**src/hdl/sha1s_pkg.sv**
```systemverilog
// ----------------------------------------------------------------------------
// sha1s_pkg: shared types and constants of the SHA-1 stream hasher
// Holds the sequencer states, the control group that the sequencer drives
// into the datapath, the initial chaining vector and the block fill marks.
// ----------------------------------------------------------------------------
package sha1s_pkg;

    typedef logic [31:0] word_t;
    typedef word_t [4:0] chain_t;   // element 0 is the least significant word

    localparam int unsigned CHAIN_WORDS = 5;
    localparam int unsigned BLOCK_WORDS = 16;
    localparam int unsigned COUNT_W     = 61;
    localparam int unsigned LEN_W       = 64;
    localparam int unsigned ROUND_W     = 7;
    localparam int unsigned FILL_W      = 6;
    localparam int unsigned INDEX_W     = 3;

    localparam chain_t INIT_VECTOR = {
        32'hc3d2e1f0, 32'h10325476, 32'h98badcfe, 32'hefcdab89, 32'h67452301
    };

    localparam word_t K_ROUND_0 = 32'h5a827999;
    localparam word_t K_ROUND_1 = 32'h6ed9eba1;
    localparam word_t K_ROUND_2 = 32'h8f1bbcdc;
    localparam word_t K_ROUND_3 = 32'hca62c1d6;

    localparam logic [ROUND_W-1:0] ROUND_SCHED_END = 7'd16;
    localparam logic [ROUND_W-1:0] ROUND_PHASE_1   = 7'd20;
    localparam logic [ROUND_W-1:0] ROUND_PHASE_2   = 7'd40;
    localparam logic [ROUND_W-1:0] ROUND_PHASE_3   = 7'd60;
    localparam logic [ROUND_W-1:0] ROUND_LAST      = 7'd79;

    localparam logic [FILL_W-1:0]  FILL_LEN_START  = 6'd56;
    localparam logic [FILL_W-1:0]  FILL_LAST       = 6'd63;

    localparam logic [7:0]         PAD_BYTE        = 8'h80;
    localparam logic [INDEX_W-1:0] WORD_LAST       = 3'd4;

    typedef enum logic [2:0] {
        ST_IDLE,
        ST_PAD,
        ST_ROUND,
        ST_FINAL,
        ST_OUT
    } state_t;

    // Control group from the sequencer to the schedule and round units
    typedef struct packed {
        logic shift_byte;   // shift one byte into the block buffer
        logic step;         // run one compression round
        logic early;        // round index below 16: use the loaded words
        logic load;         // copy chaining value into working registers
        logic finalize;     // add working registers into chaining value
        logic reinit;       // return chaining value to the initial vector
    } ctl_t;

endpackage

```
**src/hdl/sha1s_sched.sv**
```systemverilog
// ----------------------------------------------------------------------------
// sha1s_sched: block buffer and rolling message schedule
// Bytes shift in big-endian; during compression the sixteen words rotate one
// place per round and the newest schedule word enters at the tail.
// ----------------------------------------------------------------------------
module sha1s_sched
(
    input  logic                clk,
    input  sha1s_pkg::ctl_t     ctl,
    input  logic [7:0]          byte_in,
    output sha1s_pkg::word_t    wt
);

    sha1s_pkg::word_t w_reg  [sha1s_pkg::BLOCK_WORDS];
    sha1s_pkg::word_t w_next [sha1s_pkg::BLOCK_WORDS];
    sha1s_pkg::word_t w_mix;

    // W[t] from W[t-3], W[t-8], W[t-14], W[t-16]; oldest word sits at index 0
    always_comb
    begin
        w_mix = w_reg[13] ^ w_reg[8] ^ w_reg[2] ^ w_reg[0];
        wt    = ctl.early ? w_reg[0] : {w_mix[30:0], w_mix[31]};
    end

    always_comb
    begin
        for (int i = 0; i < sha1s_pkg::BLOCK_WORDS; i++)
        begin
            w_next[i] = w_reg[i];
        end
        if (ctl.shift_byte)
        begin
            for (int i = 0; i < sha1s_pkg::BLOCK_WORDS - 1; i++)
            begin
                w_next[i] = {w_reg[i][23:0], w_reg[i+1][31:24]};
            end
            w_next[sha1s_pkg::BLOCK_WORDS-1] =
                {w_reg[sha1s_pkg::BLOCK_WORDS-1][23:0], byte_in};
        end
        else if (ctl.step)
        begin
            for (int i = 0; i < sha1s_pkg::BLOCK_WORDS - 1; i++)
            begin
                w_next[i] = w_reg[i+1];
            end
            w_next[sha1s_pkg::BLOCK_WORDS-1] = wt;
        end
    end

    always_ff @(posedge clk)
    begin
        for (int i = 0; i < sha1s_pkg::BLOCK_WORDS; i++)
        begin
            w_reg[i] <= w_next[i];
        end
    end

endmodule

```
**src/hdl/sha1s_round.sv**
```systemverilog
// ----------------------------------------------------------------------------
// sha1s_round: shared compression round unit and chaining value
// One round per step on the working registers a..e; finalize folds them into
// the chaining value.
// ----------------------------------------------------------------------------
module sha1s_round
(
    input  logic                                clk,
    input  logic                                rst_n,
    input  sha1s_pkg::ctl_t                     ctl,
    input  logic [sha1s_pkg::ROUND_W-1:0]       round,
    input  sha1s_pkg::word_t                    wt,
    output sha1s_pkg::chain_t                   chain
);

    sha1s_pkg::chain_t h_reg, h_next;
    sha1s_pkg::word_t  a_reg, b_reg, c_reg, d_reg, e_reg;
    sha1s_pkg::word_t  a_next, b_next, c_next, d_next, e_next;
    sha1s_pkg::word_t  f_val, k_val, sum;

    // Round function and constant per group of twenty rounds
    always_comb
    begin
        if (round < sha1s_pkg::ROUND_PHASE_1)
        begin
            f_val = (b_reg & c_reg) | (~b_reg & d_reg);
            k_val = sha1s_pkg::K_ROUND_0;
        end
        else if (round < sha1s_pkg::ROUND_PHASE_2)
        begin
            f_val = b_reg ^ c_reg ^ d_reg;
            k_val = sha1s_pkg::K_ROUND_1;
        end
        else if (round < sha1s_pkg::ROUND_PHASE_3)
        begin
            f_val = (b_reg & c_reg) | (b_reg & d_reg) | (c_reg & d_reg);
            k_val = sha1s_pkg::K_ROUND_2;
        end
        else
        begin
            f_val = b_reg ^ c_reg ^ d_reg;
            k_val = sha1s_pkg::K_ROUND_3;
        end
        sum = {a_reg[26:0], a_reg[31:27]} + f_val + e_reg + k_val + wt;
    end

    always_comb
    begin
        a_next = a_reg;
        b_next = b_reg;
        c_next = c_reg;
        d_next = d_reg;
        e_next = e_reg;
        if (ctl.load)
        begin
            a_next = h_reg[0];
            b_next = h_reg[1];
            c_next = h_reg[2];
            d_next = h_reg[3];
            e_next = h_reg[4];
        end
        else if (ctl.step)
        begin
            a_next = sum;
            b_next = a_reg;
            c_next = {b_reg[1:0], b_reg[31:2]};
            d_next = c_reg;
            e_next = d_reg;
        end
    end

    always_comb
    begin
        h_next = h_reg;
        if (ctl.reinit)
        begin
            h_next = sha1s_pkg::INIT_VECTOR;
        end
        else if (ctl.finalize)
        begin
            h_next[0] = h_reg[0] + a_reg;
            h_next[1] = h_reg[1] + b_reg;
            h_next[2] = h_reg[2] + c_reg;
            h_next[3] = h_reg[3] + d_reg;
            h_next[4] = h_reg[4] + e_reg;
        end
    end

    always_ff @(posedge clk)
    begin
        a_reg <= a_next;
        b_reg <= b_next;
        c_reg <= c_next;
        d_reg <= d_next;
        e_reg <= e_next;
    end

    always_ff @(posedge clk or negedge rst_n)
    begin
        if (!rst_n)
        begin
            h_reg <= sha1s_pkg::INIT_VECTOR;
        end
        else
        begin
            h_reg <= h_next;
        end
    end

    assign chain = h_reg;

endmodule

```
**src/hdl/sha1_stream_hasher.sv**
```systemverilog
// ----------------------------------------------------------------------------
// sha1_stream_hasher: SHA-1 digest over a byte stream
// Absorbs message bytes, compresses each full 64-byte block with one shared
// round unit, pads on finish and returns the five digest words.
// ----------------------------------------------------------------------------
//
//  Channel | Handshake            | Payload                           | Dir
//  --------+----------------------+-----------------------------------+----
//  input   | in_valid / in_ready  | op, data_byte                     | in
//  output  | out_valid / out_ready| digest_word, word_index, last_word| out
//
// A data byte is taken while idle; the byte that completes a block then runs
// 80 rounds on the round unit and a fold into the chaining value.
// A finish transaction shifts pad and length bytes one per cycle up to the end
// of the block (at most 64, or 72 with an overflow block), compresses each
// padded block, then presents five digest transactions.
// in_ready is high only while the sequencer is idle; the output channel may
// stall freely, the digest holds until every word is taken.
// After reset (rst_n low, asynchronous) the chaining value holds the initial
// vector and the byte count is zero; the same state returns after each digest.
// ----------------------------------------------------------------------------
module sha1_stream_hasher
(
    input  logic        clk,
    input  logic        rst_n,
    // input channel
    input  logic        in_valid,
    output logic        in_ready,
    input  logic        op,
    input  logic [7:0]  data_byte,
    // output channel
    output logic        out_valid,
    input  logic        out_ready,
    output logic [31:0] digest_word,
    output logic [2:0]  word_index,
    output logic        last_word
);

    sha1s_pkg::state_t  state_reg, state_next;
    sha1s_pkg::ctl_t    ctl;
    sha1s_pkg::word_t   wt;
    sha1s_pkg::chain_t  chain;

    logic [sha1s_pkg::ROUND_W-1:0]  round_reg;     // compression round index
    logic [sha1s_pkg::FILL_W-1:0]   fill_reg;      // byte position in block
    logic [sha1s_pkg::COUNT_W-1:0]  msg_reg;       // message bytes absorbed
    logic [sha1s_pkg::LEN_W-1:0]    len_reg;       // bit length, shifts out
    logic [sha1s_pkg::INDEX_W-1:0]  oidx_reg;      // digest word on output
    logic                           fin_reg;       // finish in progress
    logic                           len_ok_reg;    // length fits this block
    logic                           len_done_reg;  // length fully shifted in

    logic [7:0] byte_sel;
    logic       len_sel;
    logic       in_fire;
    logic       out_fire;

    assign in_fire  = in_valid && in_ready;
    assign out_fire = out_valid && out_ready;

    // Length bytes go in the last eight slots of the block that carries them
    assign len_sel = len_ok_reg && (fill_reg >= sha1s_pkg::FILL_LEN_START);

    // ------------------------------------------------------------------
    // Sequencer: next state
    // ------------------------------------------------------------------
    always_comb
    begin
        state_next = state_reg;
        case (state_reg)
            sha1s_pkg::ST_IDLE:
            begin
                if (in_valid)
                begin
                    if (fill_reg == sha1s_pkg::FILL_LAST)
                    begin
                        state_next = sha1s_pkg::ST_ROUND;
                    end
                    else if (op)
                    begin
                        state_next = sha1s_pkg::ST_PAD;
                    end
                end
            end
            sha1s_pkg::ST_PAD:
            begin
                if (fill_reg == sha1s_pkg::FILL_LAST)
                begin
                    state_next = sha1s_pkg::ST_ROUND;
                end
            end
            sha1s_pkg::ST_ROUND:
            begin
                if (round_reg == sha1s_pkg::ROUND_LAST)
                begin
                    state_next = sha1s_pkg::ST_FINAL;
                end
            end
            sha1s_pkg::ST_FINAL:
            begin
                if (len_done_reg)
                begin
                    state_next = sha1s_pkg::ST_OUT;
                end
                else if (fin_reg)
                begin
                    state_next = sha1s_pkg::ST_PAD;
                end
                else
                begin
                    state_next = sha1s_pkg::ST_IDLE;
                end
            end
            sha1s_pkg::ST_OUT:
            begin
                if (out_ready && (oidx_reg == sha1s_pkg::WORD_LAST))
                begin
                    state_next = sha1s_pkg::ST_IDLE;
                end
            end
            default:
            begin
                state_next = sha1s_pkg::ST_IDLE;
            end
        endcase
    end

    // ------------------------------------------------------------------
    // Sequencer: outputs and datapath controls
    // ------------------------------------------------------------------
    always_comb
    begin
        in_ready       = 1'b0;
        out_valid      = 1'b0;
        byte_sel       = 8'h00;
        ctl.shift_byte = 1'b0;
        ctl.step       = 1'b0;
        ctl.early      = (round_reg < sha1s_pkg::ROUND_SCHED_END);
        ctl.load       = 1'b0;
        ctl.finalize   = 1'b0;
        ctl.reinit     = 1'b0;
        case (state_reg)
            sha1s_pkg::ST_IDLE:
            begin
                // a finish transaction places the pad byte right away
                in_ready       = 1'b1;
                ctl.shift_byte = in_valid;
                byte_sel       = op ? sha1s_pkg::PAD_BYTE : data_byte;
                ctl.load       = in_valid && (fill_reg == sha1s_pkg::FILL_LAST);
            end
            sha1s_pkg::ST_PAD:
            begin
                ctl.shift_byte = 1'b1;
                byte_sel       = len_sel ? len_reg[sha1s_pkg::LEN_W-1 -: 8] : 8'h00;
                ctl.load       = (fill_reg == sha1s_pkg::FILL_LAST);
            end
            sha1s_pkg::ST_ROUND:
            begin
                ctl.step = 1'b1;
            end
            sha1s_pkg::ST_FINAL:
            begin
                ctl.finalize = 1'b1;
            end
            sha1s_pkg::ST_OUT:
            begin
                out_valid  = 1'b1;
                ctl.reinit = out_ready && (oidx_reg == sha1s_pkg::WORD_LAST);
            end
            default:
            begin
                in_ready = 1'b0;
            end
        endcase
    end

    // ------------------------------------------------------------------
    // Control registers
    // ------------------------------------------------------------------
    always_ff @(posedge clk or negedge rst_n)
    begin
        if (!rst_n)
        begin
            state_reg    <= sha1s_pkg::ST_IDLE;
            round_reg    <= '0;
            fill_reg     <= '0;
            msg_reg      <= '0;
            oidx_reg     <= '0;
            fin_reg      <= 1'b0;
            len_ok_reg   <= 1'b0;
            len_done_reg <= 1'b0;
        end
        else
        begin
            state_reg <= state_next;

            // advance the block position on every shifted byte; wraps at 64
            if (ctl.shift_byte)
            begin
                fill_reg <= fill_reg + 1'b1;
            end

            // count only message bytes, modulo 2^61
            if (in_fire && !op)
            begin
                msg_reg <= msg_reg + 1'b1;
            end

            if (in_fire && op)
            begin
                fin_reg    <= 1'b1;
                len_ok_reg <= (fill_reg < sha1s_pkg::FILL_LEN_START);
            end

            // the length needs a fresh block after an overflow compression
            if (ctl.finalize && fin_reg)
            begin
                len_ok_reg <= 1'b1;
            end

            if ((state_reg == sha1s_pkg::ST_PAD) && len_sel &&
                (fill_reg == sha1s_pkg::FILL_LAST))
            begin
                len_done_reg <= 1'b1;
            end

            if (ctl.step)
            begin
                round_reg <= (round_reg == sha1s_pkg::ROUND_LAST) ?
                             '0 : round_reg + 1'b1;
            end

            if (out_fire)
            begin
                oidx_reg <= (oidx_reg == sha1s_pkg::WORD_LAST) ? '0 : oidx_reg + 1'b1;
            end

            // drop all message state once the last digest word is taken
            if (ctl.reinit)
            begin
                msg_reg      <= '0;
                fin_reg      <= 1'b0;
                len_ok_reg   <= 1'b0;
                len_done_reg <= 1'b0;
            end
        end
    end

    // Bit length latched on finish; shifts out one byte per length slot
    always_ff @(posedge clk)
    begin
        if (in_fire && op)
        begin
            len_reg <= {msg_reg, 3'b000};
        end
        else if ((state_reg == sha1s_pkg::ST_PAD) && len_sel)
        begin
            len_reg <= {len_reg[sha1s_pkg::LEN_W-9:0], 8'h00};
        end
    end

    // ------------------------------------------------------------------
    // Datapath
    // ------------------------------------------------------------------
    sha1s_sched u_sched
    (
        .clk     (clk),
        .ctl     (ctl),
        .byte_in (byte_sel),
        .wt      (wt)
    );

    sha1s_round u_round
    (
        .clk   (clk),
        .rst_n (rst_n),
        .ctl   (ctl),
        .round (round_reg),
        .wt    (wt),
        .chain (chain)
    );

    // Digest word select
    always_comb
    begin
        case (oidx_reg)
            3'd0:    digest_word = chain[0];
            3'd1:    digest_word = chain[1];
            3'd2:    digest_word = chain[2];
            3'd3:    digest_word = chain[3];
            default: digest_word = chain[4];
        endcase
    end

    assign word_index = oidx_reg;
    assign last_word  = (oidx_reg == sha1s_pkg::WORD_LAST);

`ifndef SYNTH
    // the two channels never open at the same time
    a_no_overlap: assert property (@(posedge clk) disable iff (!rst_n)
        !(in_ready && out_valid))
        else $error("input and output channels open together");

    // round index rests at zero outside compression
    a_round_idle: assert property (@(posedge clk) disable iff (!rst_n)
        (state_reg != sha1s_pkg::ST_ROUND) |-> (round_reg == '0))
        else $error("round index not parked");

    // digest is only shown on a block boundary
    a_out_aligned: assert property (@(posedge clk) disable iff (!rst_n)
        out_valid |-> (fill_reg == '0) && len_done_reg)
        else $error("digest shown mid block");

    // taking the last word returns the block to idle with fresh state
    a_last_idle: assert property (@(posedge clk) disable iff (!rst_n)
        (out_fire && last_word) |=> in_ready && (msg_reg == '0) && !fin_reg)
        else $error("state not cleared after digest");
`endif

endmodule

```
**config.mk**
```make
export PLATFORM = sky130hd
export DESIGN_NAME = sha1_stream_hasher
export DESIGN_NICKNAME = d
export VERILOG_FILES = /design/src/hdl/sha1s_pkg.sv /design/src/hdl/sha1s_sched.sv /design/src/hdl/sha1s_round.sv /design/src/hdl/sha1_stream_hasher.sv
export SDC_FILE = /design/constraint.sdc
export NUM_CORES = 2
export LEC_CHECK = 0
export ABC_AREA = 1
export BUFFER_PORTS_ARGS = -buffer_cell sky130_fd_sc_hd__buf_2
export CORE_ASPECT_RATIO = 0.75
export CORE_UTILIZATION = 30
export CTS_BUF_LIST = sky130_fd_sc_hd__clkbuf_8
export DETAILED_ROUTE_END_ITERATION = 6
export GPL_TIMING_DRIVEN = 0
export PLACE_DENSITY_LB_ADDON = 0.08
export SYNTH_ARGS = -nofsm -noshare
export SYNTH_HDL_FRONTEND = slang
export SYNTH_SLANG_ARGS = --single-unit
```
**constraint.sdc**
```tcl
create_clock -name clk -period 16.2 [get_ports clk]
set_clock_uncertainty 0.05 [all_clocks]
set_input_delay 3.24 -clock clk [delete_from_list [all_inputs] [get_ports clk]]
set_output_delay 3.24 -clock clk [all_outputs]
set_load 0.05 [all_outputs]
```
After elaboration in Yosys (flattened, before gate mapping)
Memory sizes are Yosys's and may differ from the RTL's.
Cells that the tools add are included.
{ "classes": {"n_addsub": 13, "mul": 0, "div_mod_pow": 0, "n_lt_le_gt_ge": 6, "eq_ne": 15, "shifts": 0, "muxes": 54, "bitwise": 13, "reduce_logical": 21} }
{ "ops": {"columns": ["cell", "n"], "rows": [
  ["$mux 512", 2],
  ["$mux 32", 16],
  ["$mux 160", 2],
  ["$add 32x32->32", 9],
  ["$xor 32x32->32", 5],
  ["$and 32x32->32", 4],
  ["$mux 64", 2],
  ["$pmux 32 s4", 1],
  ["$mux 61", 2],
  ["$or 32x32->32", 3],
  ["$add 61x1->61 const B", 1],
  ["$not 32->32", 1],
  ["$mux 31", 1],
  ["$mux 3", 8],
  ["$mux 8", 2],
  ["$pmux 8 s2", 1],
  ["$pmux 3 s5", 1],
  ["$lt 7x5->1 const B", 2],
  ["$lt 7x6->1 const B", 2],
  ["$mux 1", 13],
  ["$eq 3x2->1 const B", 4],
  ["$reduce_bool 2->1", 6],
  ["$logic_and 1x1->1", 10],
  ["$ne 2x2->1 const B", 4],
  ["other kinds (16)", 20]
]} }
{ "totals": {"register_bits": 464, "latchBits": 0, "mem_bits_rw": 512, "mem_bits_ro": 0, "inputBits": 13, "output_inout_bits": 38, "word_cells": 142, "n_memories": 1} }
{ "memory_table": {"columns": ["memory", "depth", "width", "rd", "rd_clocked_by_memory_dff", "wr", "line", "source"], "rows": [
  ["u_sched.w_reg", 16, 32, 16, 0, 16, "sha1s_sched.sv:14", "sha1s_pkg::word_t w_reg [sha1s_pkg::BLOCK_WORDS];"]
]} }

Logic depth before layout (Yosys ltp)
{ "logic_depth": {"ltp_word": 12, "mapped_depth": 26, "depth_no_buf": 25} }

Modules after synthesis
Synthesis repeated with hierarchy kept, for this count alone.
{ "hier_totals": {"cells_unflattened": 8161, "hier_area_um2": 62323.5} }
{ "modules_own_cells": {"columns": ["mod", "instances", "cells_per_inst", "area_each_um2", "seq_area_each_um2"], "rows": [
  ["sha1s_round", 1, 4272, 29467.0, 8908.5],
  ["sha1s_sched", 1, 2686, 24268.3, 15374.7],
  ["sha1_stream_hasher", 1, 1203, 8588.2, 3908.7]
]} }

Worst setup path after synthesis
Ideal clock, no wire load.
{ "synth_timing": {"path_kind": "input -> register", "startpoint": "input port in_valid", "endpoint": "memory u_sched.w_reg[0][0] in the netlist's numbering, enable pin", "setup_time_ns": 3.657, "t_arrival_ns": 12.191, "required_time_ns": 12.493, "slack_ns": 0.303, "cell_stages": 6, "n_path_buf": 2, "path_cell_list": "nand2_1 nand2_1 inv_1 buf_2 clkbuf_1 nand2_1"} }
{ "synth_lines": {"columns": ["element", "line", "source"], "rows": [
  ["start, declared", "sha1_stream_hasher.sv:27", "input logic in_valid,"],
  ["end, declared", "sha1s_sched.sv:14", null]
]} }

Worst setup path after layout
{ "layout_timing": {"startpoint": "register round_reg[3] in the netlist's numbering", "endpoint": "register u_round.a_reg[19], data pin"} }
{ "layout_between": {"elab_chain_len": 10, "word_cells_on_any_way": 17, "cone_classes": "add/sub: 4; order compare: 4; mux: 9"} }
{ "layout_lines": {"columns": ["element", "line", "source"], "rows": [
  ["start, declared", "sha1_stream_hasher.sv:44", "logic [sha1s_pkg::ROUND_W-1:0] round_reg;"],
  ["start signal, assigned", "sha1_stream_hasher.sv:229", "round_reg <= (round_reg == sha1s_pkg::ROUND_LAST) ?"],
  ["$lt 7x6->1", "sha1s_round.sv:34", "else if (round < sha1s_pkg::ROUND_PHASE_3)"],
  ["$mux 32", "sha1s_round.sv:34", null],
  ["$mux 32", "sha1s_round.sv:29", "else if (round < sha1s_pkg::ROUND_PHASE_2)"],
  ["$mux 32", "sha1s_round.sv:24", "if (round < sha1s_pkg::ROUND_PHASE_1)"],
  ["$add 32x32->32 (3 in series)", "sha1s_round.sv:44", "sum = {a_reg[26:0], a_reg[31:27]} + f_val + e_reg + k_val + wt;"],
  ["$add 32x32->32 (*)", "sha1s_round.sv:44", null],
  ["$mux 32 (*)", "sha1s_round.sv:62", "else if (ctl.step)"],
  ["$mux 32 (*)", "sha1s_round.sv:54", "if (ctl.load)"],
  ["via u_round.a_next[19]", "sha1s_round.sv:18", "sha1s_pkg::word_t a_next, b_next, c_next, d_next, e_next;"],
  ["end signal, assigned", "sha1s_round.sv:91", "a_reg <= a_next;"],
  ["end, declared", "sha1s_round.sv:17", "sha1s_pkg::word_t a_reg, b_reg, c_reg, d_reg, e_reg;"]
]} }
The timed path passes the listed nets; every way through them passes the cells marked *. The select of a mux whose other input is x is not followed.
A chain may end at the register's enable or synchronous reset.

==> results.md <==
- Async set-reset flop share out of synthesis: 0.2490
- Synthesized cell area: 0.05957 mm2
- Critical path required time: 16.94 ns
- Worst path bufs/invs: 4
- Critical Path Start Type: flop
- Design area: 0.06721 mm2
- Dpl hpwl: 222.7 mm
- Syn Inst Count: 7187
- DR DRC count: 0
- Status: finished with violations
- First-pass GRT wire length: 387.0 mm
- Register area share after synthesis: 0.4733
- Dpl cell area: 0.06362 mm2
- Reg2Reg Depth: 23
- Post-Syn Area per Cell: 8.289 um2
- Fraction of layout cells with a size suffix above 1: 0.07694
- Vias in the first global route: 50530
- Cts bufs inserted: 188
- Buffer count from post-CTS setup fixing: 0
- CP max stage cell: o21ai_0
- Most common cell after layout, fill and taps aside: nand2_1
- Max clock buf depth: 4
- CTS tree: built
- Pre-antenna DRT Iters: 6
- Cell Rows: 141
- Grt total ovfl: 0
- Most frequent cells in the layout: nand2_1, inv_1, edfxtp_1
- Internal power: 8043 uW
- Layout area overhead: 12.83%
- RSZ-0062 raised after global routing: false
- Antenna violations before repair: 27
- Layout Cells excl Fill: 10240
- # hold bufs at CTS: 0
- Ys flop type: edfxtp_1
- Worst R2R Setup Slack: 7.29 ns
- GP Congestion: 1.023
- Peak supply drop: 99.92 uV
- Worst-margin pin slew: 1.536 ns
- PortBufs: 50
- Worst Hold End: fill_reg[5]
- Post-Syn Nets: 7553
- Setup TNS: 0 ns
- Failing checks: capacitance limit, slew limit
- Relative slew slack: -0.02410
- Storage cell area: 0.02819 mm2
- Crit-path cells: o21ai_0 > nand2_1 > nand2_1 > clkbuf_1 > o22ai_1 > a21oi_1 > fa_1 > inv_1 > fa_1 > fa_1 > inv_1 > ha_1 > inv_1 > fa_1 > o21ai_0 > nand2_1 > nand2_1 > nand2_1 > nand3_1 > a21oi_1 > xnor2_1 > nand2_1 > nand2_1
- CTS H-Tree Depth: 4
- Path type of the worst min-delay path: flop to flop
- Root buffer cell: clkbuf_8
- PostCTS Resize Cnt: 0
- Min-delay src: fill_reg[5]
- Crit end category: flop
- Global Route Usage Sum: 0.2739
- Kind of critical path: flop to flop
- Final Hold Vio Count: 0
- Data arrival, critical path: 9.65 ns
- Count of yosys warnings during synthesis: 0
- Max incr delay on CP: 0.94 ns
- Final WL: 278.5 mm
- Switching Power: 8108 uW
- Clock transition at the registers of the reported paths: 0.06 ns
- Initial Util: 0.3023
- WL/cell: 27.19 um
- Antenna-violating nets left: 0
- Ports: 51
- Max FFs per register: 512
- # nets final: 7813
- Worst flop-to-flop path startpoint: round_reg[3]
- Post-DR vias/cell: 5.216
- DIE AREA: 0.2004 mm2
- CTS sink cnt: 976
- Die X: 516.5 um
- Worst Path Max Fanout: 10
- Final period demand of the worst path: 8.908 ns
- #FFs+latches synth: 976
- Worst path top cell family by delay: compound AO/OA/AOI/OAI gates
- Seq pwr share: 0.352
- Clock power frac: 0.154
- Iteration-0 DRC Markers: 6480
- Combinational share of power: 0.494
- Power density over cell area: 240.3 mW/mm2
- Number of enable flip-flop cells after synthesis: 733
- Multi-input logic area: 0.02758 mm2
- Die height: 387.9 um
- Max Fclk: 112.3 MHz
- DR vias: 53430
- Final worst-path cycle share: 0.5499
- Netlist cell types: 57
- Max cap viols: 3
- Most Frequent Cell on Critical Path: nand2_1
- LEAKAGE: 0.03033 uW
- Clock Latency Late Sink: 0.96 ns
- Sw frac: 0.5020
- Hold Crit Depth: 1
- R2r endpoint: u_round.a_reg[19]
- Final Setup Violations: 0
- Max Slew Vio Count: 26
- CORE AREA: 0.1971 mm2
- Largest net degree at the start of global routing: 88
- Placed cell count: 9901
- Fill cells: 21000
-- cell families after synthesis --
kind of cell,count (synthesis),share of synthesized area
XOR/XNOR,172,0.02529
flip-flops,976,0.4733
adder cells (fa/ha/maj),353,0.08977
buffers and inverters,969,0.06421
multiplexers,1,0.0001680
AO/OA/AOI/OAI,1133,0.1056
AND/OR/NAND/NOR,3583,0.2417
-- worst max-delay path by stage --
stage,to,slack [ns],start,cells past startpoint
final,u_round.a_reg[19],7.29,round_reg[3],23
after global routing,u_round.a_reg[19],7.31,round_reg[3],23
after CTS,u_round.a_reg[19],7.78,round_reg[3],23
after detailed placement,u_round.a_reg[19],7.81,round_reg[3],23
after global placement,u_sched.w_reg[11][17],-7.25,in_valid,7
after floorplan,u_sched.w_reg[0][0],0.30,in_valid,6
-- routing by layer --
layer	up-vias	part of all wire	global-route usage
li1	24350	-	-
met1	26380	0.50	0.4358
met2	2370	0.36	0.3376
met3	321	0.12	0.1047
met4	10	0.017	0.04954
met5	-	0.0019	0
-- through the flow --
| step | utilization | hold slack, ns | setup WS, ns | total power [uW] |
|---|---|---|---|---|
| 6_report | 0.3411 | 0.4152 | 7.292 | 16150 |
| 2_1_floorplan | - | 0.3920 | 0.3027 | 10420 |
| 3_5_place_dp | 0.3229 | 0.4090 | 7.813 | 13430 |
| 3_3_place_gp | 0.3204 | 0.4064 | -7.251 | 13610 |
| 5_1_grt | 0.3410 | 0.4472 | 7.308 | 17150 |
| 4_1_cts | 0.3409 | 0.4185 | 7.777 | 16000 |
-- synth_stat cells (15+ instances only) --
library cell  number  area [um2]
o21ai_0          517        2587
clkbuf_1          93       349.1
a221oi_1          35       306.5
a21o_1            25       187.7
dfstp_2           80        2102
nor3_1            84       420.4
edfxtp_1         733       22010
nor2_1           426        1599
o22ai_1          102       638.1
nand3_1          274        1371
dfrtp_1          163        4079
xnor2_1          112       980.9
ha_1             229        2865
nor4_1            15       93.84
nand2_1         2641        9913
nand4_1           85       531.8
inv_1            722        2710
fa_1             124        2482
o21a_1            23       172.7
buf_2            139       695.7
a21boi_0          19       142.6
o21bai_1          25       187.7
nand3b_1          19       142.6
xor2_1            60       525.5
a21oi_1          337        1687
-- power groups by stage --
stage | Clock [uW] | Combinational, uW | Sequential [uW]
6_report | 2490 | 7980 | 5680
5_1_grt | 2650 | 8760 | 5740
4_1_cts | 2550 | 7840 | 5610
3_5_place_dp | 0 | 7790 | 5640
3_3_place_gp | 0 | 7570 | 6040
2_1_floorplan | 0 | 5070 | 5350
-- cell type report --
cell class                      count  area share
Multi-Input combinational cell   5242      0.4103
Sequential cell                   976      0.4195
Timing Repair Buffer               70     0.01065
Buffer                            235     0.01601
Antenna cell                        9   0.0003351
Tap cell                         2645     0.04924
Inverter                          734     0.04103
Clock inverter                    128     0.01095
Clock buffer                      205     0.04198
Power figures use the tool's default switching activity.
